File: src/design/assert_macros.svh
// Assertion macros used by the encoder design file.
`ifndef ASSERT_MACROS_SVH
`define ASSERT_MACROS_SVH

// Check on every clock edge outside reset.
`define ASSERT_CLK(label, prop, msg) \
    label: assert property (@(posedge i_clk) disable iff (!i_rst_n) prop) else $error(msg);

// Check on every clock edge, reset included.
`define ASSERT_ALWAYS(label, prop, msg) \
    label: assert property (@(posedge i_clk) prop) else $error(msg);

`endif

File: src/design/b4k_pkg.sv
// Types and constants of the base-4096 encoder.
package b4k_pkg;

    localparam logic [15:0] PAD_SYMBOL   = 16'hF001;
    localparam logic [15:0] LIMIT_RESET  = 16'hFFFF;
    localparam int          QUEUE_DEPTH  = 4;
    localparam int          MAX_PER_BYTE = 3;

    typedef enum logic [1:0] {
        PH_0 = 2'd0,
        PH_1 = 2'd1,
        PH_2 = 2'd2
    } t_phase;

endpackage

File: src/design/base4096_encoder.sv
// Base-4096 encoder: bytes in, 12-bit symbols out, per-message symbol limit.
//
//  channel    | direction | tdata / data                | tlast / flag
//  -----------+-----------+-----------------------------+-------------------
//  s (bytes)  | in        | [7:0] data_byte             | end_of_message
//  m (symbols)| out       | [15:0] symbol               | last_symbol
//  cfg        | in        | [15:0] symbol_limit         | -
//
// One byte is taken per cycle; its symbols land in a four-entry result queue
// in the cycle after and leave one per cycle. A final byte after one held byte
// yields three symbols, so the queue sets the rate: bytes are taken while at
// most one symbol waits. Reset is synchronous, active low, and clears the
// message state, the queue and sets symbol_limit to 65535. The cfg channel is
// always ready; a stall on the symbol side backs up into the byte side.
`include "assert_macros.svh"

module base4096_encoder #(
    parameter int QDEPTH = b4k_pkg::QUEUE_DEPTH
) (
    input  logic        i_clk,
    input  logic        i_rst_n,
    // byte input
    input  logic        i_s_tvalid,
    output logic        o_s_tready,
    input  logic [7:0]  i_s_tdata,   // [7:0] data_byte
    input  logic        i_s_tlast,   // end_of_message
    // symbol output
    output logic        o_m_tvalid,
    input  logic        i_m_tready,
    output logic [15:0] o_m_tdata,   // [15:0] symbol
    output logic        o_m_tlast,   // last_symbol
    // limit register write
    input  logic        i_cfg_valid,
    output logic        o_cfg_ready,
    input  logic [15:0] i_cfg_data   // [15:0] symbol_limit
);

    localparam int CW = $clog2(QDEPTH + 1);
    localparam int NPB = b4k_pkg::MAX_PER_BYTE;

    // message state
    b4k_pkg::t_phase r_phase, n_phase;
    logic [7:0]      r_held, n_held;
    logic [15:0]     r_count, n_count;
    logic [15:0]     r_limit;

    // result queue, entry 0 is the head
    logic [15:0]     r_sym  [QDEPTH];
    logic [QDEPTH-1:0] r_last;
    logic [CW-1:0]   r_cnt;
    logic [15:0]     n_sym  [QDEPTH];
    logic [QDEPTH-1:0] n_last;
    logic [CW-1:0]   n_cnt;

    // candidate symbols of the current byte
    logic [15:0]     c_sym  [NPB];
    logic [NPB-1:0]  c_fin;
    logic [1:0]      c_num;
    logic [16:0]     rem;
    logic [1:0]      keep_num;
    logic [NPB-1:0]  c_lastflag;

    logic            acc;
    logic            pop;
    logic            eom_acc;
    logic [CW-1:0]   base;
    logic [15:0]     sh_sym [QDEPTH];
    logic [QDEPTH-1:0] sh_last;

    assign acc         = i_s_tvalid && o_s_tready;
    assign pop         = o_m_tvalid && i_m_tready;
    assign eom_acc     = acc && i_s_tlast;
    assign o_s_tready  = (r_cnt <= CW'(QDEPTH - NPB));
    assign o_m_tvalid  = (r_cnt != '0);
    assign o_m_tdata   = r_sym[0];
    assign o_m_tlast   = r_last[0];
    assign o_cfg_ready = 1'b1;

    // candidates for this byte, by phase
    always_comb begin
        c_sym[0] = '0;
        c_sym[1] = {4'h0, i_s_tdata[3:0], 8'h00};
        c_sym[2] = b4k_pkg::PAD_SYMBOL;
        c_fin    = '0;
        c_num    = 2'd0;
        unique case (r_phase)
            b4k_pkg::PH_1: begin
                c_sym[0] = {4'h0, r_held, i_s_tdata[7:4]};
                if (i_s_tlast) begin
                    c_num = 2'd3;
                    c_fin = 3'b100;
                end else begin
                    c_num = 2'd1;
                end
            end
            b4k_pkg::PH_2: begin
                c_sym[0] = {4'h0, r_held[3:0], i_s_tdata};
                c_num    = 2'd1;
                c_fin[0] = i_s_tlast;
            end
            default: begin
                // phase 0, and the unused code acts the same
                c_sym[0] = {4'h0, i_s_tdata, 4'h0};
                c_num    = i_s_tlast ? 2'd1 : 2'd0;
                c_fin[0] = i_s_tlast;
            end
        endcase
    end

    // limit check: symbols left before the limit, as a signed 17-bit value
    always_comb begin
        rem      = {1'b0, r_limit} - {1'b0, r_count};
        keep_num = 2'd0;
        for (int j = 0; j < NPB; j++) begin
            if (!rem[16] && rem > 17'(j) && 2'(j) < c_num) begin
                keep_num = 2'(j + 1);
            end
            c_lastflag[j] = c_fin[j] || (rem == 17'(j + 1));
        end
    end

    // next message state
    always_comb begin
        n_phase = r_phase;
        n_held  = r_held;
        n_count = r_count;
        if (acc) begin
            n_count = r_count + 16'(keep_num);
            unique case (r_phase)
                b4k_pkg::PH_1: begin
                    n_phase = b4k_pkg::PH_2;
                    n_held  = i_s_tdata;
                end
                b4k_pkg::PH_2: begin
                    n_phase = b4k_pkg::PH_0;
                    n_held  = '0;
                end
                default: begin
                    n_phase = b4k_pkg::PH_1;
                    n_held  = i_s_tdata;
                end
            endcase
            if (i_s_tlast) begin
                n_phase = b4k_pkg::PH_0;
                n_held  = '0;
                n_count = '0;
            end
        end
    end

    // queue: drop the head on a transfer, append the kept symbols behind
    always_comb begin
        logic [CW-1:0] off;
        logic [1:0]    add;
        add = acc ? keep_num : 2'd0;
        for (int i = 0; i < QDEPTH - 1; i++) begin
            sh_sym[i]  = pop ? r_sym[i+1] : r_sym[i];
            sh_last[i] = pop ? r_last[i+1] : r_last[i];
        end
        sh_sym[QDEPTH-1]  = r_sym[QDEPTH-1];
        sh_last[QDEPTH-1] = r_last[QDEPTH-1];
        base  = r_cnt - CW'(pop);
        n_cnt = base + CW'(add);
        for (int i = 0; i < QDEPTH; i++) begin
            off       = CW'(i) - base;
            n_sym[i]  = sh_sym[i];
            n_last[i] = sh_last[i];
            if (CW'(i) >= base && off < CW'(add)) begin
                n_sym[i]  = c_sym[off[1:0]];
                n_last[i] = c_lastflag[off[1:0]];
            end
        end
    end

    always_ff @(posedge i_clk) begin
        if (!i_rst_n) begin
            r_phase <= b4k_pkg::PH_0;
            r_held  <= '0;
            r_count <= '0;
            r_limit <= b4k_pkg::LIMIT_RESET;
            r_cnt   <= '0;
        end else begin
            r_phase <= n_phase;
            r_held  <= n_held;
            r_count <= n_count;
            r_cnt   <= n_cnt;
            if (i_cfg_valid && o_cfg_ready) begin
                r_limit <= i_cfg_data;
            end
        end
    end

    // queue payload, no reset
    always_ff @(posedge i_clk) begin
        for (int i = 0; i < QDEPTH; i++) begin
            r_sym[i] <= n_sym[i];
        end
        r_last <= n_last;
    end

    property p_eom_clears;
        eom_acc |=> (r_count == '0 && r_phase == b4k_pkg::PH_0);
    endproperty

    property p_count_grows;
        ($past(i_rst_n) && !$past(eom_acc)) |-> (r_count >= $past(r_count));
    endproperty

    `ASSERT_CLK(a_queue_bound, r_cnt <= CW'(QDEPTH), "result queue over capacity")
    `ASSERT_CLK(a_eom_clears, p_eom_clears, "message state not cleared after final byte")
    `ASSERT_CLK(a_count_grows, p_count_grows, "symbol count fell within a message")
    `ASSERT_ALWAYS(a_cfg_ready, o_cfg_ready, "limit write channel not ready")

endmodule

File: config.mk
export PLATFORM = sky130hd
export DESIGN_NAME = base4096_encoder
export DESIGN_NICKNAME = d
export VERILOG_FILES = /design/src/design/b4k_pkg.sv /design/src/design/base4096_encoder.sv
export VERILOG_INCLUDE_DIRS = /design/src /design/src/design
export SDC_FILE = /design/constraint.sdc
export NUM_CORES = 1
export LEC_CHECK = 0
export ABC_AREA = 1
export BUFFER_PORTS_ARGS = -buffer_cell sky130_fd_sc_hd__buf_2
export CAP_MARGIN = 15
export CORE_MARGIN = 2
export CORE_UTILIZATION = 57
export CTS_BUF_LIST = sky130_fd_sc_hd__clkbuf_2 sky130_fd_sc_hd__clkbuf_4 sky130_fd_sc_hd__clkbuf_8
export DETAILED_ROUTE_END_ITERATION = 10
export GPL_ROUTABILITY_DRIVEN = 0
export PLACE_DENSITY = 0.79
export RECOVER_POWER = 25
export SLEW_MARGIN = 20
export SYNTH_ARGS = -nofsm -noshare
export SYNTH_HDL_FRONTEND = slang
export SYNTH_SLANG_ARGS = --single-unit
File: constraint.sdc
create_clock -name i_clk -period 4.1 [get_ports i_clk]
set_input_delay 0.615 -clock i_clk [delete_from_list [all_inputs] [get_ports i_clk]]
set_output_delay 0.615 -clock i_clk [all_outputs]
set_load 0.02 [all_outputs]
---- Yosys cells after proc, flatten, opt, wreduce, memory -nomap -nowiden ----
Memory sizes are Yosys's and may differ from the RTL's.
Cells that the tools add are included.
W data, S select, Z words.
operators by class
  $add $sub $neg .......................... 8
  shift operators ......................... 0
  reductions and logical operators ........ 20
  order comparisons ....................... 23
  eq/ne operators ......................... 5
  mux-type cells .......................... 49
  bitwise gates (word level) .............. 4
  multiply operators ...................... 0
  divide/modulo/power cells ............... 0
operators by type and width
  operator               number
  $mux W16               16
  $bmux W16 S2           4
  $eq A17 B2 Y1 const B  2
  $gt A17 B1 Y1 const B  2
  $pmux W12 S2           1
  $eq A17 B1 Y1 const B  1
  $gt A17 B2 Y1 const B  1
  $sub A16 B16 Y17       1
  $add A16 B2 Y16        1
  $mux W8                2
  $mux W1                13
  $ge A3 B3 Y1 const B   4
  $logic_and A1 B1 Y1    12
  $lt A2 B3 Y1 const B   4
  $lt A3 B2 Y1           4
  $mux W2                6
  $not A2 Y3             4
  $bmux W1 S2            4
  $pmux W2 S2            2
  $ge A1 B3 Y1 const A   2
  $ge A2 B3 Y1 const A   2
  $reduce_bool A2 Y1     3
  $sub A1 B3 Y3 const A  2
  $sub A2 B3 Y3 const A  2
  other kinds (11)       14
storage, ports and cells
  RAM bits ................................ 64
  register bits after elaboration ......... 49
  output and inout port bits .............. 20
  word-level logic and storage cells ...... 119
  bits in latches ......................... 0
  bits in read-only memories .............. 0
  memories ................................ 1
memory list
  memory  depth  width  read ports  clocked after Yosys merged registers in  write ports  line                    RTL
  r_sym   4      16     4           0                                        4            base4096_encoder.sv:48  logic [15:0] r_sym [QDEPTH];

---- Depth between registers and ports, before layout ----
  word-level depth ........................ 11
  gate-level depth with buffers ........... 30
  gate-level depth less buffers ........... 30

---- Least setup slack after synthesis ----
Ideal clock, no wire load.
  kind .................................... reg-to-reg
  start ................................... reg r_count[0]
  end ..................................... reg r_last[3], enable pin
  required time ........................... 3.693 ns
  cell stages (with the launch flop) ...... 18
  path buffers ............................ 0
  period minus slack after synthesis ...... 3.889 ns
  arrival time ............................ 3.481 ns
  setup slack ............................. 0.211 ns
  cells stage by stage .................... dfxtp_1 ha_1 fa_1 inv_1 nand3_1 nand2_2 nand2_1 nand2_1 nand3_1 nand2_2 inv_1 nor3_2 nand2_2 inv_1 nand2_1 ha_1 inv_1 a211oi_1
between the ends
  word-level cells in the longest chain between the ends .. 10
  elaborated cells on any way between the ends .. 17
  classes of those cells .................. 1 x add/sub; 4 x order compare; 4 x mux; 8 x reduce/logical
RTL lines
  item                                                      line                     RTL
  start, declared                                           base4096_encoder.sv:44   logic [15:0] r_count, n_count;
  start signal, assigned                                    base4096_encoder.sv:185  r_count <= n_count;
  $sub A16 B16 Y17 *                                        base4096_encoder.sv:112  rem = {1'b0, r_limit} - {1'b0, r_count};
  $gt A17 B1 Y1 / $logic_not A1 Y1 (equally long branches)  base4096_encoder.sv:115  if (!rem[16] && rem > 17'(j) && 2'(j) < c_num) begin
  $logic_and A1 B1 Y1 (2 in series)                         base4096_encoder.sv:115
  $mux W1                                                   base4096_encoder.sv:115
  $mux W2                                                   base4096_encoder.sv:115
  $mux W2 *                                                 base4096_encoder.sv:115
  $mux W2 *                                                 base4096_encoder.sv:155  add = acc ? keep_num : 2'd0;
  $lt A3 B2 Y1 *                                            base4096_encoder.sv:168  if (CW'(i) >= base && off < CW'(add)) begin
  $logic_and A1 B1 Y1 *                                     base4096_encoder.sv:168
  end signal, assigned                                      base4096_encoder.sv:198  r_last <= n_last;
  end, declared                                             base4096_encoder.sv:49   logic [QDEPTH-1:0] r_last;
Mark *: on every way between the ends. The rest lies on a longest branch, timed or not.
A chain may end at the register's enable or synchronous reset.

---- Worst setup path in the final report ----
  start ................................... reg r_count[9]
  end ..................................... reg r_count[14]
between the ends
  word-level cells in the longest chain between the ends .. 9
  elaborated cells on any way between the ends .. 16
  classes of those cells .................. 2 x add/sub; 3 x order compare; 4 x mux; 7 x reduce/logical
RTL lines
  item                                                      line                     RTL
  $sub A16 B16 Y17                                          base4096_encoder.sv:112
  $gt A17 B1 Y1 / $logic_not A1 Y1 (equally long branches)  base4096_encoder.sv:115
  $logic_and A1 B1 Y1 (2 in series)                         base4096_encoder.sv:115
  $mux W1                                                   base4096_encoder.sv:115
  $mux W2 (2 in series)                                     base4096_encoder.sv:115
  $add A16 B2 Y16 *                                         base4096_encoder.sv:128  n_count = r_count + 16'(keep_num);
  $mux W16 *                                                base4096_encoder.sv:143  if (i_s_tlast) begin
Marks and branches as above.

==> metrics.yaml <==
yosys:
  syn_area_um2: 6370
  synth_seq_cells: 101
  synth_cells: 848
  synth_nets: 919
  synth_cell_type_count: 43
  synth_common_cells: "247 x nand2_1, 106 x inv_1, 65 x nand3_1, 59 x o21ai_0, 56 x edfxtp_1"
  synth_top_area_share_pct: 26.4
  synth.yosys.warnings: 0
  synth_most_common_cell: "nand2_1"
  synth_top_area_cell: "edfxtp_1"
  synth-edff-count: 56
  async_reset_ff_share_pct: 0
  seq_area_frac_synth_pct: 40.5
  syn_avg_cell_area_um2: 7.51
  yosys-top-cells-area: "edfxtp_1 26%, nand2_1 15%, dfxtp_1 14%"
  ys.flop_type: "edfxtp_1"
setup_path:
  r2r_slack_ns: 0.29
  end_kind: "register"
  start_kind: "register"
  crit_type: "register to register"
  crit_start: "r_count[9]"
  cp_max_fo: 5
  slowest_delay_ns: 0.39
  crit_top_cell: "nand2_1"
  worstPathArrival_ns: 4.13
  rr_startpoint: "r_count[9]"
  worstPathRequired_ns: 4.42
  crit_slowest_cell: "dfxtp_2"
timing:
  fin_crit_ns: 3.81
  clock_skew_ns: 0.0133
  period_share_pct: 92.9
  slew_headroom_pct: 44.7
  fin_ws_ns: 0.293
  fmax_mhz: 263
  setup_violations: 0
  tightestPinTransition_ns: 0.829
  hold_violations: 0
  slew_violations: 0
power_and_ir_drop:
  irDropWorstVdd_mv: 0.488
  p_leak_uw: 0.00313
  power_density_nw_per_um2: 641
cells_and_area:
  drive_gt1_share_pct: 16.4
  antenna_cells: 0
  final_area_um2: 7080
  fin_nets: 965
  area_delta_synth_final_pct: 11.1
  n_fill_cell: 953
  final_util_pct: 65.0
global_routing:
  track_usage_pct: 23.9
  grt-ovfl-total: 0
  top_usage_layer: "met2"
  antenna_found_initial: 0
  use_met1_pct: 29.7
  use_met2_pct: 42.6
  grt_pass1_wl_mm: 22.6
  met3_usage_pct: 3.56
  grt_max_degree: 26
  grt_pass1_vias: 4919
worst_hold_path:
  hold_path_class: "input port to register"
  hold_path.startpoint: "i_cfg_data[7]"
drt:
  drtIter0Drc: 370
  firstDrtPassIters: 5
  antenna_left: 0
  vias_per_cell: 5.41
  vias: 5622
  totalWireLength_mm: 14.2
  wl_per_cell_um: 13.6
  drc: 0
clock_network:
  clkTransAtPathRegs_ns: 0.11
  clock_path_buffers: 2
  h-tree-depth: 3
  cts-hold-fix-buffers: 0
  root_buffer: "clkbuf_8"
  cts_buffers: 9
  cts_tree: "done"
  clkSinkCount: 101
  clk_latency_ns: 0.39
die:
  fp.dieH_um: 110
  coreArea_um2: 10900
  start_util_pct: 58.5
  die_w_um: 110
  placementRows: 38
  io-pin-count: 50
  dieArea_um2: 12000
placement:
  portBuffers: 48
  pre_cts_ws_ns: 0.150
  dpl-instance-area_um2: 6750
  dp_hpwl_mm: 10.9
flow_run:
  maxCapViolations: 0
outcome:
  status: "complete, no violations"
## state kept, by name, indices dropped and copies added (netlist names)
signal	cells
r_cnt	3
r_count	16
r_held	8
r_last	4
r_limit	16
r_phase	2
r_sym	52
## per-stage QoR
| step | total power, µW | hold WS (ns) | cells | setup TNS, ns |
|---|---|---|---|---|
| after global placement | 3810 | 0.444 | 1021 | 0 |
| after CTS | 4540 | 0.425 | 1037 | 0 |
| after floorplan | 3330 | 0.433 | 848 | 0 |
| final | 4540 | 0.428 | 1039 | 0 |
| after detailed placement | 3900 | 0.449 | 1021 | 0 |
| after global routing | 4910 | 0.439 | 1039 | -0.0836 |
## timing repair
action                                  4_1_cts  5_1_grt
gates resized for setup                       0       42
endpoints found under the hold margin         0        0
buffers inserted                              0        2
endpoints found under the setup margin        0       63
## kinds of logic after synthesis
| kind of cell | after synthesis | synth area share [%] |
|---|---|---|
| and+or+nand+nor | 438 | 31.0 |
| buffers and inverters | 141 | 8.82 |
| AOI/OAI and AO/OA | 123 | 10.7 |
| DFF | 101 | 40.5 |
| adders and majority gates | 41 | 8.41 |
| muxes | 2 | 0.353 |
| other | 1 | 0.0589 |
| xor gates and xnor gates | 1 | 0.137 |
## worst max-delay path: cells and delay by family (launching register included)
family,cells,cell delay [ns]
AND/OR/NAND/NOR,18,2.02
adder cells (fa/ha/maj),3,0.94
AO/OA/AOI/OAI,1,0.07
flip-flops,1,0.39
buffers and inverters,4,0.31
## worst paths after layout
path / to / cells after the start
max: r_count[14] / 26
min: r_limit[7] / 3
max reg2reg: r_count[14] / 26
min reg2reg: r_limit[11] / 2
## area by class of cell
| type | instances | area (µm²) | share of cell area (%) |
|---|---|---|---|
| Multi-Input combinational cell | 606 | 3360 | 47.4 |
| Timing Repair Buffer | 63 | 325 | 4.60 |
| Clock buffer | 9 | 124 | 1.75 |
| Sequential cell | 101 | 2600 | 36.7 |
| Tap cell | 140 | 175 | 2.48 |
| Inverter | 113 | 425 | 6.01 |
| Clock inverter | 7 | 75.1 | 1.06 |
## placed cells by master (no fill, tap or decap), types with 2 or more instances in the layout
| cell | n |
|---|---|
| clkinv_4 | 2 |
| buf_2 | 29 |
| dfxtp_1 | 34 |
| nor3_2 | 2 |
| buf_4 | 14 |
| nor2_1 | 55 |
| nand3_2 | 9 |
| nor2_2 | 6 |
| nor3_1 | 11 |
| a21oi_1 | 34 |
| edfxtp_1 | 56 |
| a21oi_2 | 5 |
| clkbuf_8 | 9 |
| nand3b_1 | 2 |
| o21ai_0 | 59 |
| nand2_1 | 245 |
| ha_1 | 28 |
| o21a_1 | 2 |
| a211oi_1 | 3 |
| ha_4 | 3 |
| dfxtp_2 | 11 |
| inv_1 | 102 |
| clkbuf_1 | 20 |
| a221o_1 | 8 |
| nand3_1 | 62 |
| fa_1 | 3 |
| mux2_2 | 2 |
| nor2_4 | 6 |
| inv_8 | 3 |
| nand2_2 | 20 |
| nand4_1 | 10 |
| and2_1 | 3 |
| inv_2 | 10 |
| o21ai_1 | 7 |
| ha_2 | 7 |
## routing by layer
layer / vias to the layer above / wire length (µm)
li1: 2878 / -
met4: 0 / 279
met2: 156 / 7140
met1: 2564 / 6050
met3: 24 / 680
met5: - / 0
## power by group
group          switching, µW  internal (µW)
Combinational           1460            681
Sequential               109           1650
Clock                    401            241
No activity file was read; power rests on OpenSTA's default activity.
